## src/rtl/core/caf_pkg.sv

```systemverilog
`default_nettype none

package caf_pkg;

	// widths fixed by the interface
	localparam int ACCEL_W    = 17;
	localparam int GYRO_W     = 20;
	localparam int COEF_W     = 17;
	localparam int OUT_W      = 16;
	localparam int IN_DATA_W  = 40;
	localparam int OUT_DATA_W = 32;
	localparam int ADDR_W     = 4;

	localparam int FRAC_BITS_DEF = 16;

	localparam int COEF_ONE     = 65536;
	localparam int OUT_SCALE    = 100;
	localparam int WEIGHT_RST   = 1311;
	localparam int GAIN_RST     = 58982;
	localparam int PERIOD_RST   = 655;

	typedef enum logic [1:0] {
		REG_WEIGHT = 2'd0,
		REG_GAIN   = 2'd1,
		REG_PERIOD = 2'd2
	} reg_idx_t;

	// multiplier operand A
	typedef enum logic [3:0] {
		A_NONE,
		A_GYRO,
		A_GAIN,
		A_ACCEL,
		A_X,
		A_ERR,
		A_T,
		A_ONE,
		A_TWO
	} asel_t;

	// multiplier operand B, always an unsigned coefficient
	typedef enum logic [2:0] {
		B_DT,
		B_GAIN,
		B_WEIGHT,
		B_COMPL,
		B_GSQ,
		B_HUNDRED
	} bsel_t;

	// writeback action on the registered product
	typedef enum logic [3:0] {
		OP_NOP,
		OP_PRED,
		OP_GSQ,
		OP_ACC,
		OP_FIRST,
		OP_TERM,
		OP_DAMP,
		OP_INTEG,
		OP_DRIVE,
		OP_SECOND,
		OP_OUT1,
		OP_OUT2
	} op_t;

	typedef enum logic [1:0] {
		J_NEXT,
		J_WAIT_IN,
		J_WAIT_OUT
	} jmp_t;

	typedef struct packed {
		asel_t asel;
		bsel_t bsel;
		op_t   op;
		jmp_t  jmp;
	} ctrl_t;

	typedef struct packed {
		logic in_valid;
		logic out_free;
	} seq_stat_t;

	typedef struct packed {
		logic take;
		logic finish;
	} seq_ev_t;

	localparam int NUM_STEPS = 14;
	localparam int STEP_W    = $clog2(NUM_STEPS);

	typedef logic [STEP_W-1:0] step_t;

	localparam step_t FIRST_STEP = STEP_W'(1);

	// microprogram: at most one multiply issued and at most one writeback per step
	function automatic ctrl_t ucode(input step_t step);
		ctrl_t w;
		unique case (step)
			4'd0:    w = '{A_NONE,  B_DT,      OP_NOP,    J_WAIT_IN};
			4'd1:    w = '{A_GYRO,  B_DT,      OP_NOP,    J_NEXT};
			4'd2:    w = '{A_GAIN,  B_GAIN,    OP_PRED,   J_NEXT};
			4'd3:    w = '{A_ACCEL, B_WEIGHT,  OP_GSQ,    J_NEXT};
			4'd4:    w = '{A_X,     B_COMPL,   OP_ACC,    J_NEXT};
			4'd5:    w = '{A_ERR,   B_GSQ,     OP_FIRST,  J_NEXT};
			4'd6:    w = '{A_ERR,   B_GAIN,    OP_TERM,   J_NEXT};
			4'd7:    w = '{A_T,     B_DT,      OP_DAMP,   J_NEXT};
			4'd8:    w = '{A_NONE,  B_DT,      OP_INTEG,  J_NEXT};
			4'd9:    w = '{A_ONE,   B_HUNDRED, OP_DRIVE,  J_NEXT};
			4'd10:   w = '{A_X,     B_DT,      OP_OUT1,   J_NEXT};
			4'd11:   w = '{A_NONE,  B_DT,      OP_SECOND, J_NEXT};
			4'd12:   w = '{A_TWO,   B_HUNDRED, OP_NOP,    J_NEXT};
			4'd13:   w = '{A_NONE,  B_DT,      OP_OUT2,   J_WAIT_OUT};
			default: w = '{A_NONE,  B_DT,      OP_NOP,    J_WAIT_OUT};
		endcase
		return w;
	endfunction

endpackage

`default_nettype wire

```

## src/rtl/core/complementary_angle_filter_core.sv

```systemverilog
`default_nettype none

// Channel   Dir  Width  Contents
// s_*       in   40     tdata: accel_angle[16:0], gyro_rate[36:17], zero fill
// m_*       out  32     tdata: first_order_angle[15:0], second_order_angle[31:16]
// apb       in   4/32   weight @0x0, gain @0x4, period @0x8 (17 bit, clamped to 65536)
//
// Each item runs through one wait step plus 13 microcode steps, most steps
// issuing one product on the single 18-bit-by-AW multiplier.
// s_tready is high only in the wait step; the item is taken there.
// The result goes to an output register; the next item is taken while it waits.
// If the previous result is still held at the last step, the sequencer stalls there.
// Reset clears the three filter states, the coefficients to their defaults,
// the step counter and m_tvalid.
module complementary_angle_filter_core #(
	parameter int FRAC_BITS = caf_pkg::FRAC_BITS_DEF
) (
	input  wire                               clk,
	input  wire                               arst_n,
	// accel_angle [16:0], gyro_rate [36:17]
	input  wire                               s_tvalid,
	output logic                              s_tready,
	input  wire  [caf_pkg::IN_DATA_W-1:0]     s_tdata,
	// first_order_angle [15:0], second_order_angle [31:16]
	output logic                              m_tvalid,
	input  wire                               m_tready,
	output logic [caf_pkg::OUT_DATA_W-1:0]    m_tdata,
	input  wire                               psel,
	input  wire                               penable,
	input  wire                               pwrite,
	input  wire  [caf_pkg::ADDR_W-1:0]        paddr,
	input  wire  [31:0]                       pwdata,
	output logic [31:0]                       prdata,
	output logic                              pready
);

	// input scale into the state unit
	localparam int SH = FRAC_BITS - 8;
	// error width
	localparam int EW = ((caf_pkg::ACCEL_W + SH) > 32 ? (caf_pkg::ACCEL_W + SH) : 32) + 1;
	// multiplier A width, covers predicted angle and drive term
	localparam int AW = ((21 + SH) > 32 ? (21 + SH) : 32) + 5;
	localparam int PW = AW + 18;
	localparam int SW = PW + 1;
	localparam int CW = caf_pkg::COEF_W;

	localparam logic [CW-1:0] ONE_C = CW'(caf_pkg::COEF_ONE);
	localparam logic [PW-1:0] ROUND_UP = {{(PW-FRAC_BITS){1'b0}}, {FRAC_BITS{1'b1}}};

	// ---------------- configuration ----------------
	logic [CW-1:0] weight_q, gain_q, period_q;
	logic [CW-1:0] wr_val;
	logic          wr_en;

	assign pready = 1'b1;
	assign wr_en  = psel & penable & pwrite & pready;
	assign wr_val = (pwdata[CW-1:0] > ONE_C) ? ONE_C : pwdata[CW-1:0];

	always_ff @(posedge clk or negedge arst_n) begin
		if (!arst_n) begin
			weight_q <= CW'(caf_pkg::WEIGHT_RST);
			gain_q   <= CW'(caf_pkg::GAIN_RST);
			period_q <= CW'(caf_pkg::PERIOD_RST);
		end else if (wr_en) begin
			unique case (caf_pkg::reg_idx_t'(paddr[3:2]))
				caf_pkg::REG_WEIGHT: weight_q <= wr_val;
				caf_pkg::REG_GAIN:   gain_q   <= wr_val;
				caf_pkg::REG_PERIOD: period_q <= wr_val;
				default: ;
			endcase
		end
	end

	always_comb begin
		unique case (caf_pkg::reg_idx_t'(paddr[3:2]))
			caf_pkg::REG_WEIGHT: prdata = 32'(weight_q);
			caf_pkg::REG_GAIN:   prdata = 32'(gain_q);
			caf_pkg::REG_PERIOD: prdata = 32'(period_q);
			default:             prdata = '0;
		endcase
	end

	// ---------------- sequencer ----------------
	caf_pkg::ctrl_t     ctl;
	caf_pkg::seq_stat_t stat;
	caf_pkg::seq_ev_t   ev;
	logic               m_tvalid_q;
	logic               fire;

	assign stat.in_valid = s_tvalid;
	assign stat.out_free = !m_tvalid_q || m_tready;

	caf_sequencer u_seq (
		.clk    (clk),
		.arst_n (arst_n),
		.stat   (stat),
		.ctl    (ctl),
		.ev     (ev)
	);

	assign s_tready = ev.take;
	assign fire     = s_tvalid & ev.take;

	// ---------------- datapath ----------------
	logic signed [caf_pkg::ACCEL_W-1:0] ain_q;
	logic signed [caf_pkg::GYRO_W-1:0]  gin_q;
	logic signed [EW-1:0]               e_q;
	logic signed [AW-1:0]               x_q, y_q, t_q;
	logic signed [PW-1:0]               acc_q, p_q;
	logic        [CW-1:0]               k2sq_q;
	logic signed [31:0]                 a1_q, a2_q, integ_q;
	logic signed [caf_pkg::OUT_W-1:0]   first_q;
	logic [caf_pkg::OUT_DATA_W-1:0]     m_tdata_q;

	logic signed [AW-1:0] a_op;
	logic        [CW-1:0] b_op;
	logic signed [PW-1:0] prod;
	logic signed [SW-1:0] p_sw;

	function automatic logic signed [31:0] sat32(input logic signed [SW-1:0] v);
		logic [SW-32:0] hi;
		hi = v[SW-1:31];
		if (&hi || ~|hi) begin
			return v[31:0];
		end
		return v[SW-1] ? 32'sh8000_0000 : 32'sh7fff_ffff;
	endfunction

	// degrees times 100, truncated toward zero, saturated
	function automatic logic signed [15:0] to_out(input logic signed [PW-1:0] v);
		logic signed [PW-1:0] adj;
		logic signed [PW-1:0] q;
		logic [PW-16:0]       hi;
		adj = v[PW-1] ? v + $signed(ROUND_UP) : v;
		q   = adj >>> FRAC_BITS;
		hi  = q[PW-1:15];
		if (&hi || ~|hi) begin
			return q[15:0];
		end
		return q[PW-1] ? 16'sh8000 : 16'sh7fff;
	endfunction

	always_comb begin
		unique case (ctl.asel)
			caf_pkg::A_GYRO:  a_op = AW'(gin_q);
			caf_pkg::A_GAIN:  a_op = AW'($signed({1'b0, gain_q}));
			caf_pkg::A_ACCEL: a_op = AW'(ain_q);
			caf_pkg::A_X:     a_op = x_q;
			caf_pkg::A_ERR:   a_op = AW'(e_q);
			caf_pkg::A_T:     a_op = t_q;
			caf_pkg::A_ONE:   a_op = AW'(a1_q);
			caf_pkg::A_TWO:   a_op = AW'(a2_q);
			default:          a_op = '0;
		endcase
	end

	always_comb begin
		unique case (ctl.bsel)
			caf_pkg::B_DT:      b_op = period_q;
			caf_pkg::B_GAIN:    b_op = gain_q;
			caf_pkg::B_WEIGHT:  b_op = weight_q;
			caf_pkg::B_COMPL:   b_op = ONE_C - weight_q;
			caf_pkg::B_GSQ:     b_op = k2sq_q;
			caf_pkg::B_HUNDRED: b_op = CW'(caf_pkg::OUT_SCALE);
			default:            b_op = '0;
		endcase
	end

	assign prod = a_op * $signed({1'b0, b_op});
	assign p_sw = SW'(p_q);

	// product register; held while no multiply is issued
	always_ff @(posedge clk) begin
		if (ctl.asel != caf_pkg::A_NONE) begin
			p_q <= prod;
		end
	end

	// item capture and scratch registers
	always_ff @(posedge clk) begin
		if (fire) begin
			ain_q <= s_tdata[caf_pkg::ACCEL_W-1:0];
			gin_q <= s_tdata[caf_pkg::ACCEL_W +: caf_pkg::GYRO_W];
			e_q   <= (EW'($signed(s_tdata[caf_pkg::ACCEL_W-1:0])) <<< SH) - EW'(a2_q);
		end
		unique case (ctl.op)
			// p = angle_one + floor(g*dt)
			caf_pkg::OP_PRED:  x_q    <= AW'(SW'(a1_q) + (p_sw >>> (16 - SH)));
			caf_pkg::OP_GSQ:   k2sq_q <= p_q[32:16];
			caf_pkg::OP_ACC:   acc_q  <= p_q <<< SH;
			caf_pkg::OP_TERM:  t_q    <= AW'(p_sw >>> 16);
			// floor(2*k2*e) + g
			caf_pkg::OP_DAMP:  y_q    <= AW'((p_sw >>> 15) + (SW'(gin_q) <<< SH));
			caf_pkg::OP_DRIVE: x_q    <= AW'(SW'(integ_q) + SW'(y_q));
			caf_pkg::OP_OUT1:  first_q <= to_out(p_q);
			default: ;
		endcase
		if (ev.finish) begin
			m_tdata_q <= {to_out(p_q), first_q};
		end
	end

	// filter state
	always_ff @(posedge clk or negedge arst_n) begin
		if (!arst_n) begin
			a1_q    <= '0;
			a2_q    <= '0;
			integ_q <= '0;
		end else begin
			unique case (ctl.op)
				caf_pkg::OP_FIRST:  a1_q    <= sat32((SW'(acc_q) + p_sw) >>> 16);
				caf_pkg::OP_INTEG:  integ_q <= sat32(SW'(integ_q) + (p_sw >>> 16));
				caf_pkg::OP_SECOND: a2_q    <= sat32(SW'(a2_q) + (p_sw >>> 16));
				default: ;
			endcase
		end
	end

	always_ff @(posedge clk or negedge arst_n) begin
		if (!arst_n) begin
			m_tvalid_q <= 1'b0;
		end else if (ev.finish) begin
			m_tvalid_q <= 1'b1;
		end else if (m_tready) begin
			m_tvalid_q <= 1'b0;
		end
	end

	assign m_tvalid = m_tvalid_q;
	assign m_tdata  = m_tdata_q;

	// ---------------- checks ----------------
	a_one_item: assert property (@(posedge clk) disable iff (!arst_n)
		fire |=> !s_tready)
		else $error("input taken while an item is in flight");

	a_load_at_end: assert property (@(posedge clk) disable iff (!arst_n)
		$rose(m_tvalid) |-> $past(ctl.jmp == caf_pkg::J_WAIT_OUT))
		else $error("result loaded outside the last step");

	a_coef_clamped: assert property (@(posedge clk) disable iff (!arst_n)
		weight_q <= ONE_C && gain_q <= ONE_C && period_q <= ONE_C)
		else $error("coefficient above one");

	a_gsq_range: assert property (@(posedge clk) disable iff (!arst_n)
		ctl.op == caf_pkg::OP_FIRST |-> k2sq_q <= ONE_C)
		else $error("squared gain out of range");

endmodule

`default_nettype wire

```

## src/rtl/core/caf_sequencer.sv

```systemverilog
`default_nettype none

// step counter over the microcode table
module caf_sequencer (
	input  wire                 clk,
	input  wire                 arst_n,
	input  caf_pkg::seq_stat_t  stat,
	output caf_pkg::ctrl_t      ctl,
	output caf_pkg::seq_ev_t    ev
);

	caf_pkg::step_t step_q;
	caf_pkg::step_t step_nxt;

	assign ctl = caf_pkg::ucode(step_q);

	always_comb begin
		step_nxt  = step_q;
		ev.take   = 1'b0;
		ev.finish = 1'b0;
		unique case (ctl.jmp)
			caf_pkg::J_NEXT: begin
				step_nxt = step_q + 1'b1;
			end
			caf_pkg::J_WAIT_IN: begin
				ev.take = 1'b1;
				if (stat.in_valid) begin
					step_nxt = caf_pkg::FIRST_STEP;
				end
			end
			caf_pkg::J_WAIT_OUT: begin
				if (stat.out_free) begin
					ev.finish = 1'b1;
					step_nxt  = '0;
				end
			end
			default: begin
				step_nxt = '0;
			end
		endcase
	end

	always_ff @(posedge clk or negedge arst_n) begin
		if (!arst_n) begin
			step_q <= '0;
		end else begin
			step_q <= step_nxt;
		end
	end

endmodule

`default_nettype wire
```

## config.mk

```make
export PLATFORM = sky130hd
export DESIGN_NAME = complementary_angle_filter_core
export DESIGN_NICKNAME = d
export VERILOG_FILES = /design/src/rtl/core/caf_pkg.sv /design/src/rtl/core/complementary_angle_filter_core.sv /design/src/rtl/core/caf_sequencer.sv
export SDC_FILE = /design/constraint.sdc
export NUM_CORES = 2
export LEC_CHECK = 0
export BUFFER_PORTS_ARGS = -buffer_cell sky130_fd_sc_hd__buf_2
export CORE_UTILIZATION = 45
export DETAILED_ROUTE_END_ITERATION = 8
export GPL_TIMING_DRIVEN = 0
export PLACE_DENSITY_LB_ADDON = 0.05
export SLEW_MARGIN = 20
export SYNTH_ARGS = -nofsm -noshare
export SYNTH_HDL_FRONTEND = slang
export SYNTH_SLANG_ARGS = --single-unit
```

## constraint.sdc

```tcl
create_clock -name clk -period 8.7 [get_ports clk]
set_input_delay 2.61 -clock clk [delete_from_list [all_inputs] [get_ports clk]]
set_output_delay 2.61 -clock clk [all_outputs]
set_load 0.03 [all_outputs]
```

After elaboration in Yosys (flattened, before gate mapping)
Memory sizes are Yosys's and may differ from the RTL's.
Cells that the tools add are included.
{"block": "classes", "add_sub_neg": 10, "n_mul": 1, "div": 0, "n_lt_le_gt_ge": 1, "eq_ne": 29, "shifts": 0, "mux": 36, "bitwise_logic": 3, "n_reduce_logical": 28}
{"operator": "case mux 37 bit (8 select lines)", "count": 1}
{"operator": "two-way mux 32 bit", "count": 9}
{"operator": "case mux 17 bit (6 select lines)", "count": 1}
{"operator": "adder 32 x 39 -> 40 bit", "count": 2}
{"operator": "adder 32 x 37 -> 37 bit", "count": 2}
{"operator": "case mux 37 bit (2 select lines)", "count": 1}
{"operator": "two-way mux 16 bit", "count": 4}
{"operator": "adder 55 x 55 -> 56 bit", "count": 1}
{"operator": "adder 55 x 17 -> 55 bit, second input constant", "count": 1}
{"operator": "multiplier 37 x 18 -> 55 bit", "count": 1}
{"operator": "two-way mux 55 bit", "count": 1}
{"operator": "case mux 17 bit (3 select lines)", "count": 1}
{"operator": "AND reduction 25 bit", "count": 2}
{"operator": "OR reduction 25 bit", "count": 2}
{"operator": "adder 37 x 28 -> 37 bit", "count": 1}
{"operator": "subtractor 25 x 32 -> 33 bit", "count": 1}
{"operator": "equality test 4 x 3 -> 1 bit, second input constant", "count": 8}
{"operator": "AND reduction 24 bit", "count": 1}
{"operator": "OR reduction 24 bit", "count": 1}
{"operator": "> comparator 17 bit, second input constant", "count": 1}
{"operator": "two-way mux 17 bit", "count": 1}
{"operator": "subtractor 17 bit, first input constant", "count": 1}
{"operator": "equality test 4 x 2 -> 1 bit, second input constant", "count": 4}
{"operator": "equality test 4 bit, second input constant", "count": 4}
{"operator": "other kinds (21)", "count": 56}
{"block": "word_totals", "ff_bits": 500, "latch_bits": 0, "mem_bits_rw": 0, "romBits": 208, "inputBits": 83, "output_inout_bits": 67, "memories": 1}
{"name": "(name not given)", "words": 16, "word_bits": 13, "rd": 1, "rd_clocked_by_memory_dff": 0, "wr": 0, "line": "caf_pkg.sv:100", "rtl": "unique case (step)"}

Depth between registers and ports, before layout
{"block": "depth", "ltp_word": 8, "mapped_depth": 40}

Modules after synthesis
Synthesis repeated with hierarchy kept, for this count alone.
{"block": "hier_totals", "cells_unflattened": 6023, "area_unflattened_um2": 55119.1}
{"mod": "complementary_angle_filter_core", "n_inst": 1, "cells_per_inst": 5952, "area_each_um2": 54556.1, "seq_area_each_um2": 14181.1}
{"mod": "caf_sequencer", "n_inst": 1, "cells_per_inst": 71, "area_each_um2": 563.0, "seq_area_each_um2": 100.1}

Worst setup path after synthesis
OpenSTA, ideal clock, no wires.
{"block": "synth_path", "path_type": "register to register", "start": "register u_seq.step_q[0]", "end": "register p_q[47], data pin", "setup_time_ns": 0.258, "arrival_ns": 8.660, "required_time_ns": 8.442, "setup_slack_ns": -0.218, "stages_incl_launch_ff": 38, "path_buffers": 4, "synth_period_minus_slack_ns": 8.918, "cell_sequence": "dfrtp_1 > clkbuf_1 > inv_1 > ha_1 > nand2b_1 > o21ai_0 > a21oi_1 > buf_2 > buf_1 > o21ai_0 > a21oi_1 > a221oi_1 > clkbuf_1 > nor2_1 > fa_1 > inv_1 > fa_1 > fa_1 > (+2 left out) > fa_1 > inv_1 > fa_1 > inv_1 > ha_1 > a21o_1 > a21o_1 > a21o_1 > nor3_1 > a2111oi_0 > and3b_1 > a21oi_1 > a211o_1 > a311oi_1 > o21bai_1 > a21o_1 > a21oi_1 > xnor2_1"}
{"block": "synth_via", "elab_chain_len": 4}
{"item": "start, declared", "line": "caf_sequencer.sv:12", "rtl": "caf_pkg::step_t step_q;"}
{"item": "start signal, assigned", "line": "caf_sequencer.sv:47", "rtl": "step_q <= step_nxt;"}
{"item": "memory (16 x 13 bit) *"}
{"item": "equality test 4 bit, or another cell as far along", "line": "complementary_angle_filter_core.sv:144", "rtl": "unique case (ctl.asel)"}
{"item": "case mux 37 bit (8 select lines) / case mux 17 bit (6 select lines) (equally long branches)", "line": "complementary_angle_filter_core.sv:144, complementary_angle_filter_core.sv:158"}
{"item": "multiplier 37 x 18 -> 55 bit *", "line": "complementary_angle_filter_core.sv:169", "rtl": "assign prod = a_op * $signed({1'b0, b_op});"}
{"item": "net prod[47]", "line": "complementary_angle_filter_core.sv:117", "rtl": "logic signed [PW-1:0] prod;"}
{"item": "end signal, assigned", "line": "complementary_angle_filter_core.sv:175", "rtl": "p_q <= prod;"}
{"item": "end, declared", "line": "complementary_angle_filter_core.sv:109", "rtl": "logic signed [PW-1:0] acc_q, p_q;"}
Mark *: on every way through the listed nets, which the timed path passes. The rest lies on a longest branch.
A chain may end at the register's enable or synchronous reset.

Worst setup path after layout
{"block": "layout_path", "start": "register u_seq.step_q[1]", "end": "register p_q[47], data pin"}
Same word-level chain as after synthesis.

==> flow_summary.ini <==
[sta]
fmax_mhz = 107
slew-limit-headroom_pct = 12.3
setup_tns_ps = -8260
rsz0062_at_grt = true
fin_crit_ps = 9350
drv_slew = 0
worst_slack_ps = -653
setup_viol = 21
min_period_over_period_pct = 108
tightest_slew_ps = 1320
finalClockSkew_ps = 45.8
finalHoldViolCount = 0

[layout]
drive_gt1_share_pct = 12.7
fillers = 10900
nNetsFinal = 7046
postLayoutCoreUtil_pct = 52.0
area_growth_pct = 14.0
fin_cells = 7549

[setup_path]
r2r_cells = 37
cp.arrival_ps = 9750
slowest_delay_ps = 950
startpoint_type = flip-flop
crit_type = reg2reg
required_ps = 9090
cp_max_fo = 6
crit_top_cell = fa_1
slowest_stage = a222oi_1
crit_path_end_kind = flip-flop

[drt]
drc = 0
drtPass1Iterations = 6
vias = 43500
avgViaCountPerCell = 5.76
drt-initial-drc-count = 4226
ant_nets = 0
wl_per_cell_um = 24.7
routed_wl_mm = 187

[min_path]
min_path_type = reg2reg
holdPathStages = 0

[yosys]
synthesis.area_mm2 = 0.0532
synthArstFlopShare_pct = 30.4
ys_types = 97
yosysWarnings = 0
syn_inst = 5659
synth_enable_flop_cells = 348
avgSynthCellArea_um2 = 9.40
synth_seq_cells = 500
yosysSeqAreaShare_pct = 26.9
ys.flop_type = edfxtp_1

[placement]
place_congestion = 0.947
place_inst = 7354
place_ws_ps = -3750
port_buffers = 113
place_hpwl_mm = 149

[outcome]
status = finished, violations left
violations = negative setup slack

[grt]
grt_max_degree = 80
grt_usage_pct = 31.2
grt_pass1_vias = 42600
antenna_found_initial = 17
grt.overflow.total = 0
grt_pass1_wl_mm = 276

[clock_network]
clock_path_buffers = 3
h-tree-depth = 2
clk_latency_ps = 660
cts_sinks = 500
ctsHoldBuffers = 0
cts_root_buf = clkbuf_16
cts_tree = yes
cts-buffers-inserted = 53
clkTransAtPathRegs_ps = 70

[floorplan]
start_util_pct = 45.6
die_x_um = 346
rows = 125
dieArea_mm2 = 0.120
num_io_pins = 150
core_mm2 = 0.117
die_y_um = 346

[job]
cap_violations = 0
[layer usage]
layer | GRT usage (%) | up-vias | share of wire, %
met5 | 0 | - | 0.034
met4 | 11.5 | 12 | 4.3
met3 | 5.64 | 330 | 8.7
met2 | 48.1 | 1688 | 44
met1 | 43.7 | 21800 | 43
li1 | - | 19700 | -
[repair_timing]
item,CTS,global route
setup buffers,87,19
setup endpoints to repair,46,28
pin swaps,82,48
cloned,1,0
resized for setup,281,88
hold endpoints to repair,0,0
[worst paths after layout]
kind,from,to,slack (ps)
worst max-delay path,u_seq.step_q[1],p_q[47],-650
worst min-delay path,first_q[7],m_tdata[7],420
worst max register to register,u_seq.step_q[1],p_q[47],-650
worst min register to register,first_q[7],m_tdata[7],420
max in group asynchronous,arst_n,a2_q[21],5840
min in group asynchronous,arst_n,period_q[10],1920
[synthesized netlist by cell type (30+ instances only)]
cell | count | area (um^2)
a211o_1 | 30 | 263
a211oi_1 | 38 | 285
a21o_1 | 113 | 848
a21oi_1 | 274 | 1370
and3_1 | 45 | 282
clkbuf_1 | 155 | 582
dfrtp_1 | 130 | 3250
edfxtp_1 | 348 | 10500
fa_1 | 601 | 12000
ha_1 | 384 | 4800
inv_1 | 783 | 2940
mux2i_1 | 54 | 541
nand2_1 | 688 | 2580
nand2b_1 | 58 | 363
nand3_1 | 74 | 370
nand4_1 | 40 | 250
nor2_1 | 546 | 2050
nor2b_1 | 68 | 425
nor3_1 | 88 | 440
o21a_1 | 52 | 390
o21ai_0 | 219 | 1100
o21ai_1 | 31 | 155
or3_1 | 31 | 194
xnor2_1 | 195 | 1710
xor2_1 | 88 | 771
[per-stage QoR]
| stage | hold slack (ps) | cell area, um^2 |
|---|---|---|
| floorplan | 400 | 53300 |
| global placement | 401 | 55700 |
| detailed placement | 405 | 56700 |
| CTS | 419 | 60300 |
| global route | 417 | 60600 |
| finish | 419 | 60600 |
[logic make-up after synthesis]
| family | synth area share (%) |
|---|---|
| AND/OR/NAND/NOR | 14.5 |
| AO/OA/AOI/OAI | 13.9 |
| buffers and inverters | 7.19 |
| adder cells (fa/ha/maj) | 31.7 |
| flip-flops | 26.9 |
| XOR/XNOR | 4.66 |
| multiplexers | 1.19 |
| other | 0.0141 |
[area by class of cell]
type / instances / area, um^2 / area share (%)
antenna: 3 / 7.51 / 0.0124
buffer: 194 / 1180 / 1.95
clock buffer: 61 / 1390 / 2.29
clock inverter: 38 / 413 / 0.681
inverter: 783 / 2960 / 4.88
multi-input combinational: 4182 / 36300 / 59.9
sequential: 500 / 14300 / 23.6
tap: 1524 / 1910 / 3.14
timing repair buffer: 264 / 2180 / 3.59
[state kept, by name (all words and copies together) (netlist names)]
name	cells
m_tvalid	1
gin_q	20
ain_q	17
u_seq.step_q	4
e_q	33
a2_q	32
p_q	55
a1_q	32
t_q	37
weight_q	17
k2sq_q	17
m_tdata	32
x_q	37
integ_q	32
gain_q	17
y_q	37
first_q	16
acc_q	47
period_q	17
[critical path: cells and delay by family, from the launching register on]
| family | cells | cell delay [ps] |
|---|---|---|
| AOI/OAI and AO/OA | 13 | 3110 |
| and+or+nand+nor | 4 | 770 |
| buffers and inverters | 10 | 1130 |
| DFF | 1 | 390 |
| adders and majority gates | 8 | 3280 |
| muxes | 1 | 310 |
| xor gates and xnor gates | 1 | 70 |
[placed cells by master (no fill, tap or decap), types with 58 or more instances in the layout]
| master | count |
|---|---|
| fa_1 | 595 |
| clkbuf_1 | 71 |
| buf_2 | 131 |
| xor2_1 | 87 |
| a21o_1 | 113 |
| nor3_1 | 79 |
| nor2_1 | 533 |
| ha_1 | 367 |
| nand3_1 | 69 |
| o21ai_0 | 208 |
| nor2b_1 | 67 |
| nand2_1 | 682 |
| clkbuf_16 | 58 |
| dfrtp_1 | 128 |
| inv_1 | 770 |
| buf_4 | 126 |
| a21oi_1 | 261 |
| edfxtp_1 | 348 |
| xnor2_1 | 194 |
Power is not shown: default switching activity piles up to over one toggle a cycle in this logic, so the estimate is an artifact.
